[src/design/twcw_pkg.sv]
package twcw_pkg;

   localparam int DEF_MAX_ROWS = 64;
   localparam int DEF_MAX_COLS = 128;

   // Wide enough to compare any register value or target with any window size.
   localparam int WIN_CMP_W = 9;

   localparam int CMD_W  = 3;
   localparam int CHAR_W = 8;
   localparam int ROW_W  = 6;
   localparam int COL_W  = 7;

   localparam logic [CMD_W-1:0] CMD_WRITE_CHAR = 3'd0;
   localparam logic [CMD_W-1:0] CMD_MOVE       = 3'd1;
   localparam logic [CMD_W-1:0] CMD_CLEAR_EOL  = 3'd2;
   localparam logic [CMD_W-1:0] CMD_ERASE      = 3'd3;
   localparam logic [CMD_W-1:0] CMD_BOX        = 3'd4;
   localparam logic [CMD_W-1:0] CMD_READ       = 3'd5;

   localparam logic [CHAR_W-1:0] CH_SPACE  = 8'h20;
   localparam logic [CHAR_W-1:0] CH_CR     = 8'd13;
   localparam logic [CHAR_W-1:0] CH_LF     = 8'd10;
   localparam logic [CHAR_W-1:0] BOX_VLINE = 8'd179;
   localparam logic [CHAR_W-1:0] BOX_HLINE = 8'd196;
   localparam logic [CHAR_W-1:0] BOX_UL    = 8'd218;
   localparam logic [CHAR_W-1:0] BOX_LR    = 8'd217;
   localparam logic [CHAR_W-1:0] BOX_UR    = 8'd191;
   localparam logic [CHAR_W-1:0] BOX_LL    = 8'd192;

   localparam int CSR_IDX_W  = 2;
   localparam int CSR_DATA_W = 8;
   localparam logic [CSR_IDX_W-1:0] CSR_ROWS_IN_USE   = 2'd0;
   localparam logic [CSR_IDX_W-1:0] CSR_COLS_IN_USE   = 2'd1;
   localparam logic [CSR_IDX_W-1:0] CSR_SCROLL_ENABLE = 2'd2;

   localparam logic [6:0] ROWS_RESET   = 7'd25;
   localparam logic [7:0] COLS_RESET   = 8'd80;
   localparam logic       SCROLL_RESET = 1'b1;

   typedef struct packed {
      logic [CMD_W-1:0]  command;
      logic [CHAR_W-1:0] char_code;
      logic [ROW_W-1:0]  row;
      logic [COL_W-1:0]  col;
   } req_payload_type;

   typedef struct packed {
      logic [CHAR_W-1:0] cell_value;
      logic [ROW_W-1:0]  cursor_row;
      logic [COL_W-1:0]  cursor_col;
   } rsp_payload_type;

   typedef struct packed {
      logic [6:0] rows_in_use;
      logic [7:0] cols_in_use;
      logic       scroll_enable;
   } csr_type;

endpackage

[src/design/twcw_ifs.sv]
interface twcw_req_if;
   import twcw_pkg::*;
   logic            valid;
   logic            ready;
   req_payload_type payload;
   modport source (output valid, output payload, input ready);
   modport sink (input valid, input payload, output ready);
endinterface

interface twcw_rsp_if;
   import twcw_pkg::*;
   logic            valid;
   logic            ready;
   rsp_payload_type payload;
   modport source (output valid, output payload, input ready);
   modport sink (input valid, input payload, output ready);
endinterface

[src/design/twcw_ctrl.sv]
module twcw_ctrl #(
   parameter int MAX_ROWS = twcw_pkg::DEF_MAX_ROWS,
   parameter int MAX_COLS = twcw_pkg::DEF_MAX_COLS
) (
   input  logic                                      clock,
   input  logic                                      reset,
   twcw_req_if.sink                                  req_if,
   twcw_rsp_if.source                                rsp_if,
   input  twcw_pkg::csr_type                         csr,
   output logic                                      mem_we,
   output logic [$clog2(MAX_ROWS*MAX_COLS)-1:0]      mem_waddr,
   output logic [twcw_pkg::CHAR_W-1:0]               mem_wdata,
   output logic [$clog2(MAX_ROWS*MAX_COLS)-1:0]      mem_raddr,
   input  logic [twcw_pkg::CHAR_W-1:0]               mem_rdata
);
   import twcw_pkg::*;

   localparam int RW    = $clog2(MAX_ROWS);
   localparam int CW    = $clog2(MAX_COLS);
   localparam int DEPTH = MAX_ROWS * MAX_COLS;
   localparam int AW    = $clog2(DEPTH);
   localparam logic [AW-1:0] COLS_A = AW'(MAX_COLS);
   localparam logic [AW-1:0] LAST_A = AW'(DEPTH - 1);

   typedef enum logic [7:0] {
      ST_IDLE   = 8'b0000_0001,
      ST_EXEC   = 8'b0000_0010,
      ST_CLEAR  = 8'b0000_0100,
      ST_SCR_RD = 8'b0000_1000,
      ST_SCR_WR = 8'b0001_0000,
      ST_BLANK  = 8'b0010_0000,
      ST_BOX    = 8'b0100_0000,
      ST_DONE   = 8'b1000_0000
   } state_type;

   typedef enum logic [5:0] {
      BX_VERT = 6'b00_0001,
      BX_HORZ = 6'b00_0010,
      BX_UL   = 6'b00_0100,
      BX_UR   = 6'b00_1000,
      BX_LL   = 6'b01_0000,
      BX_LR   = 6'b10_0000
   } box_phase_type;

   state_type       state_ff, state_in;
   box_phase_type   phase_ff, phase_in;
   logic [CMD_W-1:0]  cmd_ff, cmd_in;
   logic [CHAR_W-1:0] ch_ff, ch_in;
   logic [RW-1:0]   row_ff, row_in;
   logic [CW-1:0]   col_ff, col_in;
   logic [RW-1:0]   cur_y_ff, cur_y_in;
   logic [CW-1:0]   cur_x_ff, cur_x_in;
   logic [RW-1:0]   cnt_r_ff, cnt_r_in;
   logic [CW-1:0]   cnt_c_ff, cnt_c_in;
   logic [AW-1:0]   sweep_ff, sweep_in;
   logic            side_ff, side_in;
   logic            boot_ff, boot_in;
   logic [CHAR_W-1:0] cell_ff, cell_in;
   logic            rsp_valid_ff, rsp_valid_in;
   rsp_payload_type rsp_data_ff, rsp_data_in;

   logic [RW-1:0] last_row, cy_c, row_c, ny;
   logic [CW-1:0] last_col, cx_c, col_c, nx;
   logic accept, out_free, load_rsp, finish, go_scroll;

   function automatic logic [AW-1:0] cell_addr(input logic [RW-1:0] r, input logic [CW-1:0] c);
      return AW'(r) * COLS_A + AW'(c);
   endfunction

   // Effective window: zero acts as one, anything above the store acts as its size.
   always_comb begin
      if (csr.rows_in_use == '0) begin
         last_row = '0;
      end else if (WIN_CMP_W'(csr.rows_in_use) > WIN_CMP_W'(MAX_ROWS)) begin
         last_row = RW'(MAX_ROWS - 1);
      end else begin
         last_row = RW'(csr.rows_in_use - 1'b1);
      end
      if (csr.cols_in_use == '0) begin
         last_col = '0;
      end else if (WIN_CMP_W'(csr.cols_in_use) > WIN_CMP_W'(MAX_COLS)) begin
         last_col = CW'(MAX_COLS - 1);
      end else begin
         last_col = CW'(csr.cols_in_use - 1'b1);
      end
   end

   assign cy_c  = (WIN_CMP_W'(cur_y_ff) > WIN_CMP_W'(last_row)) ? last_row : cur_y_ff;
   assign cx_c  = (WIN_CMP_W'(cur_x_ff) > WIN_CMP_W'(last_col)) ? last_col : cur_x_ff;
   assign row_c = (WIN_CMP_W'(req_if.payload.row) > WIN_CMP_W'(last_row)) ?
                  last_row : RW'(req_if.payload.row);
   assign col_c = (WIN_CMP_W'(req_if.payload.col) > WIN_CMP_W'(last_col)) ?
                  last_col : CW'(req_if.payload.col);

   assign req_if.ready  = (state_ff == ST_IDLE);
   assign accept        = req_if.valid && req_if.ready;
   assign out_free      = !rsp_valid_ff || rsp_if.ready;
   assign rsp_if.valid  = rsp_valid_ff;
   assign rsp_if.payload = rsp_data_ff;

   always_comb begin
      state_in  = state_ff;
      phase_in  = phase_ff;
      cmd_in    = cmd_ff;
      ch_in     = ch_ff;
      row_in    = row_ff;
      col_in    = col_ff;
      cur_y_in  = cur_y_ff;
      cur_x_in  = cur_x_ff;
      cnt_r_in  = cnt_r_ff;
      cnt_c_in  = cnt_c_ff;
      sweep_in  = sweep_ff;
      side_in   = side_ff;
      boot_in   = boot_ff;
      cell_in   = cell_ff;
      rsp_data_in = rsp_data_ff;
      load_rsp  = 1'b0;
      finish    = 1'b0;
      go_scroll = 1'b0;
      ny        = cur_y_ff;
      nx        = cur_x_ff;
      mem_we    = 1'b0;
      mem_waddr = cell_addr(cur_y_ff, cur_x_ff);
      mem_wdata = CH_SPACE;
      // The read of a read-cell command is issued as the word is taken.
      mem_raddr = cell_addr(row_c, col_c);

      unique case (state_ff)
         ST_IDLE: begin
            if (accept) begin
               cmd_in   = req_if.payload.command;
               ch_in    = req_if.payload.char_code;
               row_in   = row_c;
               col_in   = col_c;
               cur_y_in = cy_c;
               cur_x_in = cx_c;
               state_in = ST_EXEC;
            end
         end
         ST_EXEC: begin
            case (cmd_ff)
               CMD_WRITE_CHAR: begin
                  finish = 1'b1;
                  if (ch_ff == CH_CR) begin
                     nx = '0;
                  end else if (ch_ff == CH_LF) begin
                     nx = '0;
                     if (cur_y_ff == last_row) begin
                        go_scroll = csr.scroll_enable;
                     end else begin
                        ny = cur_y_ff + 1'b1;
                     end
                  end else begin
                     mem_we    = 1'b1;
                     mem_wdata = ch_ff;
                     if (cur_x_ff == last_col) begin
                        nx = '0;
                        if (cur_y_ff == last_row) begin
                           if (csr.scroll_enable) begin
                              go_scroll = 1'b1;
                           end else begin
                              nx = last_col;
                           end
                        end else begin
                           ny = cur_y_ff + 1'b1;
                        end
                     end else begin
                        nx = cur_x_ff + 1'b1;
                     end
                  end
               end
               CMD_MOVE: begin
                  finish = 1'b1;
                  ny = row_ff;
                  nx = col_ff;
               end
               CMD_CLEAR_EOL: begin
                  cnt_r_in = cur_y_ff;
                  cnt_c_in = cur_x_ff;
                  state_in = ST_BLANK;
               end
               CMD_ERASE: begin
                  sweep_in = '0;
                  state_in = ST_CLEAR;
               end
               CMD_BOX: begin
                  phase_in = BX_VERT;
                  cnt_r_in = '0;
                  side_in  = 1'b0;
                  state_in = ST_BOX;
               end
               default: begin
                  finish = 1'b1;
               end
            endcase
            cur_y_in = ny;
            cur_x_in = nx;
            cell_in  = (cmd_ff == CMD_READ) ? mem_rdata : '0;
            if (go_scroll) begin
               cnt_c_in = '0;
               if (last_row == '0) begin
                  cnt_r_in = '0;
                  state_in = ST_BLANK;
               end else begin
                  cnt_r_in = '0;
                  state_in = ST_SCR_RD;
               end
            end else if (finish) begin
               if (out_free) begin
                  load_rsp = 1'b1;
                  rsp_data_in.cell_value = cell_in;
                  rsp_data_in.cursor_row = ROW_W'(ny);
                  rsp_data_in.cursor_col = COL_W'(nx);
                  state_in = ST_IDLE;
               end else begin
                  state_in = ST_DONE;
               end
            end
         end
         ST_SCR_RD: begin
            mem_raddr = cell_addr(cnt_r_ff + 1'b1, cnt_c_ff);
            state_in  = ST_SCR_WR;
         end
         ST_SCR_WR: begin
            mem_we    = 1'b1;
            mem_waddr = cell_addr(cnt_r_ff, cnt_c_ff);
            mem_wdata = mem_rdata;
            state_in  = ST_SCR_RD;
            if (cnt_c_ff == last_col) begin
               cnt_c_in = '0;
               cnt_r_in = cnt_r_ff + 1'b1;
               if (RW'(cnt_r_ff + 1'b1) == last_row) begin
                  state_in = ST_BLANK;
               end
            end else begin
               cnt_c_in = cnt_c_ff + 1'b1;
            end
         end
         ST_BLANK: begin
            mem_we    = 1'b1;
            mem_waddr = cell_addr(cnt_r_ff, cnt_c_ff);
            mem_wdata = CH_SPACE;
            if (cnt_c_ff == last_col) begin
               state_in = ST_DONE;
            end else begin
               cnt_c_in = cnt_c_ff + 1'b1;
            end
         end
         ST_CLEAR: begin
            mem_we    = 1'b1;
            mem_waddr = sweep_ff;
            mem_wdata = CH_SPACE;
            if (sweep_ff == LAST_A) begin
               boot_in  = 1'b0;
               state_in = boot_ff ? ST_IDLE : ST_DONE;
            end else begin
               sweep_in = sweep_ff + 1'b1;
            end
         end
         ST_BOX: begin
            mem_we = 1'b1;
            unique case (phase_ff)
               BX_VERT: begin
                  mem_waddr = cell_addr(cnt_r_ff, side_ff ? last_col : '0);
                  mem_wdata = BOX_VLINE;
                  side_in   = !side_ff;
                  if (side_ff) begin
                     if (cnt_r_ff == last_row) begin
                        cnt_c_in = '0;
                        phase_in = BX_HORZ;
                     end else begin
                        cnt_r_in = cnt_r_ff + 1'b1;
                     end
                  end
               end
               BX_HORZ: begin
                  mem_waddr = cell_addr(side_ff ? last_row : '0, cnt_c_ff);
                  mem_wdata = BOX_HLINE;
                  side_in   = !side_ff;
                  if (side_ff) begin
                     if (cnt_c_ff == last_col) begin
                        phase_in = BX_UL;
                     end else begin
                        cnt_c_in = cnt_c_ff + 1'b1;
                     end
                  end
               end
               BX_UL: begin
                  mem_waddr = cell_addr('0, '0);
                  mem_wdata = BOX_UL;
                  phase_in  = BX_UR;
               end
               BX_UR: begin
                  mem_waddr = cell_addr('0, last_col);
                  mem_wdata = BOX_UR;
                  phase_in  = BX_LL;
               end
               BX_LL: begin
                  mem_waddr = cell_addr(last_row, '0);
                  mem_wdata = BOX_LL;
                  phase_in  = BX_LR;
               end
               BX_LR: begin
                  mem_waddr = cell_addr(last_row, last_col);
                  mem_wdata = BOX_LR;
                  state_in  = ST_DONE;
               end
               default: begin
                  mem_we   = 1'b0;
                  state_in = ST_DONE;
               end
            endcase
         end
         ST_DONE: begin
            if (out_free) begin
               load_rsp = 1'b1;
               rsp_data_in.cell_value = cell_ff;
               rsp_data_in.cursor_row = ROW_W'(cur_y_ff);
               rsp_data_in.cursor_col = COL_W'(cur_x_ff);
               state_in = ST_IDLE;
            end
         end
         default: begin
            state_in = ST_IDLE;
         end
      endcase

      if (load_rsp) begin
         rsp_valid_in = 1'b1;
      end else if (rsp_if.ready) begin
         rsp_valid_in = 1'b0;
      end else begin
         rsp_valid_in = rsp_valid_ff;
      end
   end

   always_ff @(posedge clock) begin
      if (reset) begin
         state_ff     <= ST_CLEAR;
         sweep_ff     <= '0;
         boot_ff      <= 1'b1;
         cur_y_ff     <= '0;
         cur_x_ff     <= '0;
         rsp_valid_ff <= 1'b0;
         phase_ff     <= BX_VERT;
      end else begin
         state_ff     <= state_in;
         sweep_ff     <= sweep_in;
         boot_ff      <= boot_in;
         cur_y_ff     <= cur_y_in;
         cur_x_ff     <= cur_x_in;
         rsp_valid_ff <= rsp_valid_in;
         phase_ff     <= phase_in;
      end
   end

   always_ff @(posedge clock) begin
      cmd_ff      <= cmd_in;
      ch_ff       <= ch_in;
      row_ff      <= row_in;
      col_ff      <= col_in;
      cnt_r_ff    <= cnt_r_in;
      cnt_c_ff    <= cnt_c_in;
      side_ff     <= side_in;
      cell_ff     <= cell_in;
      rsp_data_ff <= rsp_data_in;
   end

   // A taken word always starts its work in the next cycle.
   a_accept_exec: assert property (@(posedge clock) disable iff (reset)
      accept |=> state_ff == ST_EXEC)
      else $error("accepted word did not enter execution");

   // Each scroll write must follow the read of the row below it.
   a_scroll_order: assert property (@(posedge clock) disable iff (reset)
      state_ff == ST_SCR_WR |-> $past(state_ff) == ST_SCR_RD)
      else $error("scroll write without preceding read");

   // The store is never written while waiting for a word or for the receiver.
   a_no_idle_write: assert property (@(posedge clock) disable iff (reset)
      mem_we |-> state_ff != ST_IDLE && state_ff != ST_DONE)
      else $error("store written outside a command");

   // No word is taken until the power-up blanking pass has finished.
   a_boot_blocks: assert property (@(posedge clock) disable iff (reset)
      boot_ff |-> !req_if.ready)
      else $error("input ready during power-up blanking");

endmodule
[src/flat_wrapper.sv]
// flat-port wrapper written by rule: the top's interface ports become plain ports
module twcw_ctrl_flat import twcw_pkg::*;
#(
   parameter int MAX_ROWS = twcw_pkg::DEF_MAX_ROWS,
   parameter int MAX_COLS = twcw_pkg::DEF_MAX_COLS
)
  (clock, reset, csr, mem_we, mem_waddr, mem_wdata, mem_raddr, mem_rdata, req_if_valid, req_if_payload, req_if_ready, rsp_if_valid, rsp_if_payload, rsp_if_ready);
  twcw_req_if req_if_i ();
  twcw_rsp_if rsp_if_i ();
  input  logic clock;
  input  logic reset;
  input  twcw_pkg::csr_type csr;
  output logic mem_we;
  output logic [$clog2(MAX_ROWS*MAX_COLS)-1:0] mem_waddr;
  output logic [twcw_pkg::CHAR_W-1:0] mem_wdata;
  output logic [$clog2(MAX_ROWS*MAX_COLS)-1:0] mem_raddr;
  input  logic [twcw_pkg::CHAR_W-1:0] mem_rdata;
  input wire logic [$bits(req_if_i.valid)-1:0] req_if_valid;
  input wire logic [$bits(req_if_i.payload)-1:0] req_if_payload;
  output wire logic [$bits(req_if_i.ready)-1:0] req_if_ready;
  output wire logic [$bits(rsp_if_i.valid)-1:0] rsp_if_valid;
  output wire logic [$bits(rsp_if_i.payload)-1:0] rsp_if_payload;
  input wire logic [$bits(rsp_if_i.ready)-1:0] rsp_if_ready;
  assign req_if_i.valid = req_if_valid;
  assign req_if_i.payload = req_if_payload;
  assign req_if_ready = req_if_i.ready;
  assign rsp_if_valid = rsp_if_i.valid;
  assign rsp_if_payload = rsp_if_i.payload;
  assign rsp_if_i.ready = rsp_if_ready;
  twcw_ctrl #(.MAX_ROWS(MAX_ROWS), .MAX_COLS(MAX_COLS)) u_core (.clock(clock), .reset(reset), .req_if(req_if_i), .rsp_if(rsp_if_i), .csr(csr), .mem_we(mem_we), .mem_waddr(mem_waddr), .mem_wdata(mem_wdata), .mem_raddr(mem_raddr), .mem_rdata(mem_rdata));
endmodule
[config.mk]
export PLATFORM = sky130hd
export DESIGN_NAME = twcw_ctrl_flat
export DESIGN_NICKNAME = d
export VERILOG_FILES = /design/src/design/twcw_pkg.sv /design/src/design/twcw_ifs.sv /design/src/design/twcw_ctrl.sv /design/src/flat_wrapper.sv
export SDC_FILE = /design/constraint.sdc
export NUM_CORES = 1
export LEC_CHECK = 0
export BUFFER_PORTS_ARGS = -buffer_cell sky130_fd_sc_hd__buf_2
export CORE_AREA = 3 3 158 160
export DETAILED_ROUTE_END_ITERATION = 10
export DIE_AREA = 0 0 161 163
export GPL_TIMING_DRIVEN = 0
export PLACE_DENSITY = 0.59
export REMOVE_ABC_BUFFERS = 1
export SLEW_MARGIN = 20
export SYNTH_ARGS = -nofsm -noshare
export SYNTH_HDL_FRONTEND = slang
export SYNTH_SLANG_ARGS = --single-unit
export TNS_END_PERCENT = 10
[constraint.sdc]
create_clock -name clock -period 9.2 [get_ports clock]
set_input_delay 0.92 -clock clock [delete_from_list [all_inputs] [get_ports clock]]
set_output_delay 0.92 -clock clock [all_outputs]
set_load 0.005 [all_outputs]
==> reports/results.txt <==
The run finished with clean final reports. For this block, the initial DRC count from the detailed router was 780. The worst setup path is captured at a primary output. The fraction of synthesis flops using an asynchronous set or reset pin came out at 0. In this run, synthesis produced a sequential element count of 109.

After clock tree synthesis, the clock-pin slew on the worst setup and hold paths is 70 ps. The run gives 0.265 as the worst max-slew margin expressed relative to the limit. Clock latency at the later pin of the worst-skew pair: 360 ps. For the depth of the CTS H-tree, the log shows 3. The die covers 26200 µm². The critical path is of the input pin to primary output type. The number of vias after detailed routing is 7704, and the cell area after placement is 8990 µm². In this run the remaining antenna-violating nets after routing total 0. For the worst setup path, the data required time is 8280 ps. Floorplan core area: 23500 µm². The run gives 0.0883 mV as the worst ir drop on vdd. In this run, synthesis inferred 67 flip-flops with an integrated enable. The leakage dissipation is 3.61 nW. The share of layout cells above drive strength 1 is 0.173, and the area growth from synthesis to layout is 12.1%. Counting stages on the worst path, the most repeated cell is sky130_fd_sc_hd__o21a_1.

Counting both buffers and inverters, the worst setup path holds a total of 4. No sink is reached through more buffers than the 2 on the longest clock path. In the routed design, unresolved DRC markers number 0. The iteration count of the initial detailed-routing pass was 6. Along the worst path, the maximum fanout reaches 12. For this design, the sink count on the clock tree is 109. The transition time of the tightest slew-check pin works out to 1100 ps. The HPWL after detailed placement is 19600 µm. The hold violation total from the final report is 0, and the highest achievable clock rate is 162 MHz. Traced cell by cell, the critical path runs through buf_2, inv_1, ha_1, or3b_1, o21ai_4, a21oi_1, inv_1, ha_1, nor2b_1, o21a_1, o21a_1, o21a_1, o21ai_0, a32oi_1, mux2_2, mux2_2, buf_2. For the buffers inserted during post-CTS setup optimization, the log shows 0. Averaged over all synthesized cells, the footprint is 8.55 µm². Counting the buffers created by CTS gives 9. In the routed layout, each cell is associated on average with a via count of 5.70. The tools report the first-pass GRT wire length as 40300 µm.

Setup repair after global routing left no endpoint under its margin. The number of antenna violations at the first check in global routing is 0. The delay of the slowest cell on the worst path was 690 ps. The logs give 25700 µm for the post-detailed-routing wire length and 0 for the antenna diode instance count. The count of buffers added on input and output ports is 109. For this design the ratio of total power to cell area is 119 nW/µm². Clock tree synthesis selected as its root buffer the cell sky130_fd_sc_hd__clkbuf_16. For the final routed database, the setup TNS stands at 0 ps. The final period utilization was 0.669.

In this run the vertical extent of the chip is 163 µm. The slowest stage of the critical path belongs to the cell sky130_fd_sc_hd__a32oi_1. For this design the top-level I/O count stands at 110. Number of slew-limit violations in the final report: 0. The starting density of the core came out at 0.351.

The run gives 0.193 as the total track usage. For the number of warnings issued by yosys, the log shows 0. The library cell occupying the most area in the post-synthesis netlist is sky130_fd_sc_hd__edfxtp_1. In the final routed layout, each cell accounts on average for 19.1 µm.

After clock tree synthesis, the repair step resized 0 gates. Entering global routing, the biggest net connects 32 pins. At the end of routability-driven placement, the weighted congestion stood at 0.920. The tools report the number of global-route vias before repair as 7237.

Synthesized instance count: 967. The tools report the net total in the final layout as 1115. By area the synthesized netlist is led by sky130_fd_sc_hd__edfxtp_1 24%, sky130_fd_sc_hd__dfxtp_1 10%, sky130_fd_sc_hd__ha_1 5.4%, sky130_fd_sc_hd__nor2_1 4.4%, sky130_fd_sc_hd__nand2_1 3.9%. After floorplanning, the core was divided into 56 placement rows.

The finished cells cover 9270 µm². The leading cell type by number of instances after synthesis was sky130_fd_sc_hd__nor2_1. From left edge to right edge, the die measures 161 µm.

Setup violations remaining at the end of the flow were counted as 0. By count the netlist is led by 97 x sky130_fd_sc_hd__nor2_1, 87 x sky130_fd_sc_hd__nand2_1, 67 x sky130_fd_sc_hd__edfxtp_1, 50 x sky130_fd_sc_hd__o21ai_0, 49 x sky130_fd_sc_hd__a21oi_1. The proportion of synthesized chip area in sequential cells is 0.345. STA classifies the critical path startpoint as an input pin. TritonCTS built the clock tree. The run gives 5240 ps as the critical path arrival.

The fraction of post-synthesis cell area in the top cell type by area is 0.243. The final critical-path required period came out at 6160 ps. The cell area that synthesis handed to floorplanning was 8270 µm². The min-delay analysis places its worst path in the category register to register. The netlist uses 91 different library cells. In this run the register-to-register setup slack is 4860 ps. The clock tree skew after final layout came out at 10.6 ps. Max-cap violations in this run came to 0.

After global routing the overflow that remains totals 0. The category of cells accounting for the largest share of critical-path delay is compound AO/OA/AOI/OAI gates. The most used flip-flop cell after synthesis is sky130_fd_sc_hd__edfxtp_1. The tools report the overall power consumption as 0.00111 W. Hold repair after CTS inserted 0 buffers.
==> area by class of cell <==
type,count,area (µm²)
Multi-Input combinational cell,754,5010
Clock inverter,4,48.8
Inverter,43,164
Sequential cell,109,2850
Timing Repair Buffer,110,561
Tap cell,319,399
Clock buffer,12,236
Fill cell,2421,14300
==> routing by layer <==
metal / wire (µm) / global-route usage / vias to the layer above
met5: 0 / 0 / -
met4: 387 / 0.0548 / 0
met3: 1570 / 0.0264 / 24
met2: 11900 / 0.315 / 261
met1: 11800 / 0.268 / 3675
li1: - / - / 3744
==> final timing paths <==
check	endpoint	start	cells after the start
max	mem_raddr[7]	csr[9]	17
min	u_core.boot_ff	u_core.boot_ff	1
max reg2reg	u_core.rsp_if.payload[12]	u_core.state_ff[2]	6
min reg2reg	u_core.boot_ff	u_core.boot_ff	1
==> state kept, by name, summed over array words and instances, names as in the netlist <==
name	count
u_core.rsp_if.payload	21
u_core.sweep_ff	13
u_core.cell_ff	8
u_core.ch_ff	8
u_core.state_ff	8
u_core.cnt_c_ff	7
u_core.col_ff	7
u_core.cur_x_ff	7
u_core.cnt_r_ff	6
u_core.cur_y_ff	6
u_core.phase_ff	6
u_core.row_ff	6
u_core.cmd_ff	3
u_core.boot_ff	1
u_core.rsp_if.valid	1
u_core.side_ff	1
==> layout by cell type, fill, tap and decap left out, types with 14 or more instances in the layout <==
cell type,instances
sky130_fd_sc_hd__a21oi_1,49
sky130_fd_sc_hd__a22oi_1,25
sky130_fd_sc_hd__buf_2,109
sky130_fd_sc_hd__dfxtp_1,42
sky130_fd_sc_hd__edfxtp_1,67
sky130_fd_sc_hd__ha_1,36
sky130_fd_sc_hd__inv_1,40
sky130_fd_sc_hd__mux2_2,26
sky130_fd_sc_hd__mux2i_1,17
sky130_fd_sc_hd__nand2_1,87
sky130_fd_sc_hd__nand3_1,33
sky130_fd_sc_hd__nand4_1,14
sky130_fd_sc_hd__nor2_1,96
sky130_fd_sc_hd__nor2b_1,14
sky130_fd_sc_hd__nor3_1,21
sky130_fd_sc_hd__o211ai_1,16
sky130_fd_sc_hd__o21ai_0,50
sky130_fd_sc_hd__o22ai_1,19
sky130_fd_sc_hd__xnor2_1,23
sky130_fd_sc_hd__xor2_1,17
==> logic make-up (layout without fill, tap and decap cells) <==
group / Yosys count / after routing / share of synthesized area
multiplexers: 43 / 43 / 0.0560
buffers and inverters: 104 / 169 / 0.0495
AND/OR/NAND/NOR: 364 / 364 / 0.225
AO/OA/AOI/OAI: 270 / 270 / 0.226
adder cells (fa/ha/maj): 37 / 37 / 0.0558
flip-flops: 109 / 109 / 0.345
XOR/XNOR: 40 / 40 / 0.0424
==> per-stage QoR <==
step,util,cells,setup WS (ps),hold slack (ps)
after floorplan,-,906,4190,448
after global placement,0.381,1334,3150,482
after detailed placement,0.382,1335,3090,484
after CTS,0.394,1351,3080,500
after global routing,0.394,1351,2810,527
final,0.394,1351,3040,503
==> where the power goes <==
| group | internal (W) | total [W] | leakage [nW] | switching [W] |
|---|---|---|---|---|
| registers | 0.000522 | 0.000530 | 0.951 | 0.00000827 |
| logic | 0.0000729 | 0.000184 | 2.52 | 0.000111 |
| clock network | 0.000212 | 0.000394 | 0.141 | 0.000182 |
| total | 0.000807 | 0.00111 | 3.61 | 0.000301 |
Note: power is estimated with default switching activity, not from simulation.
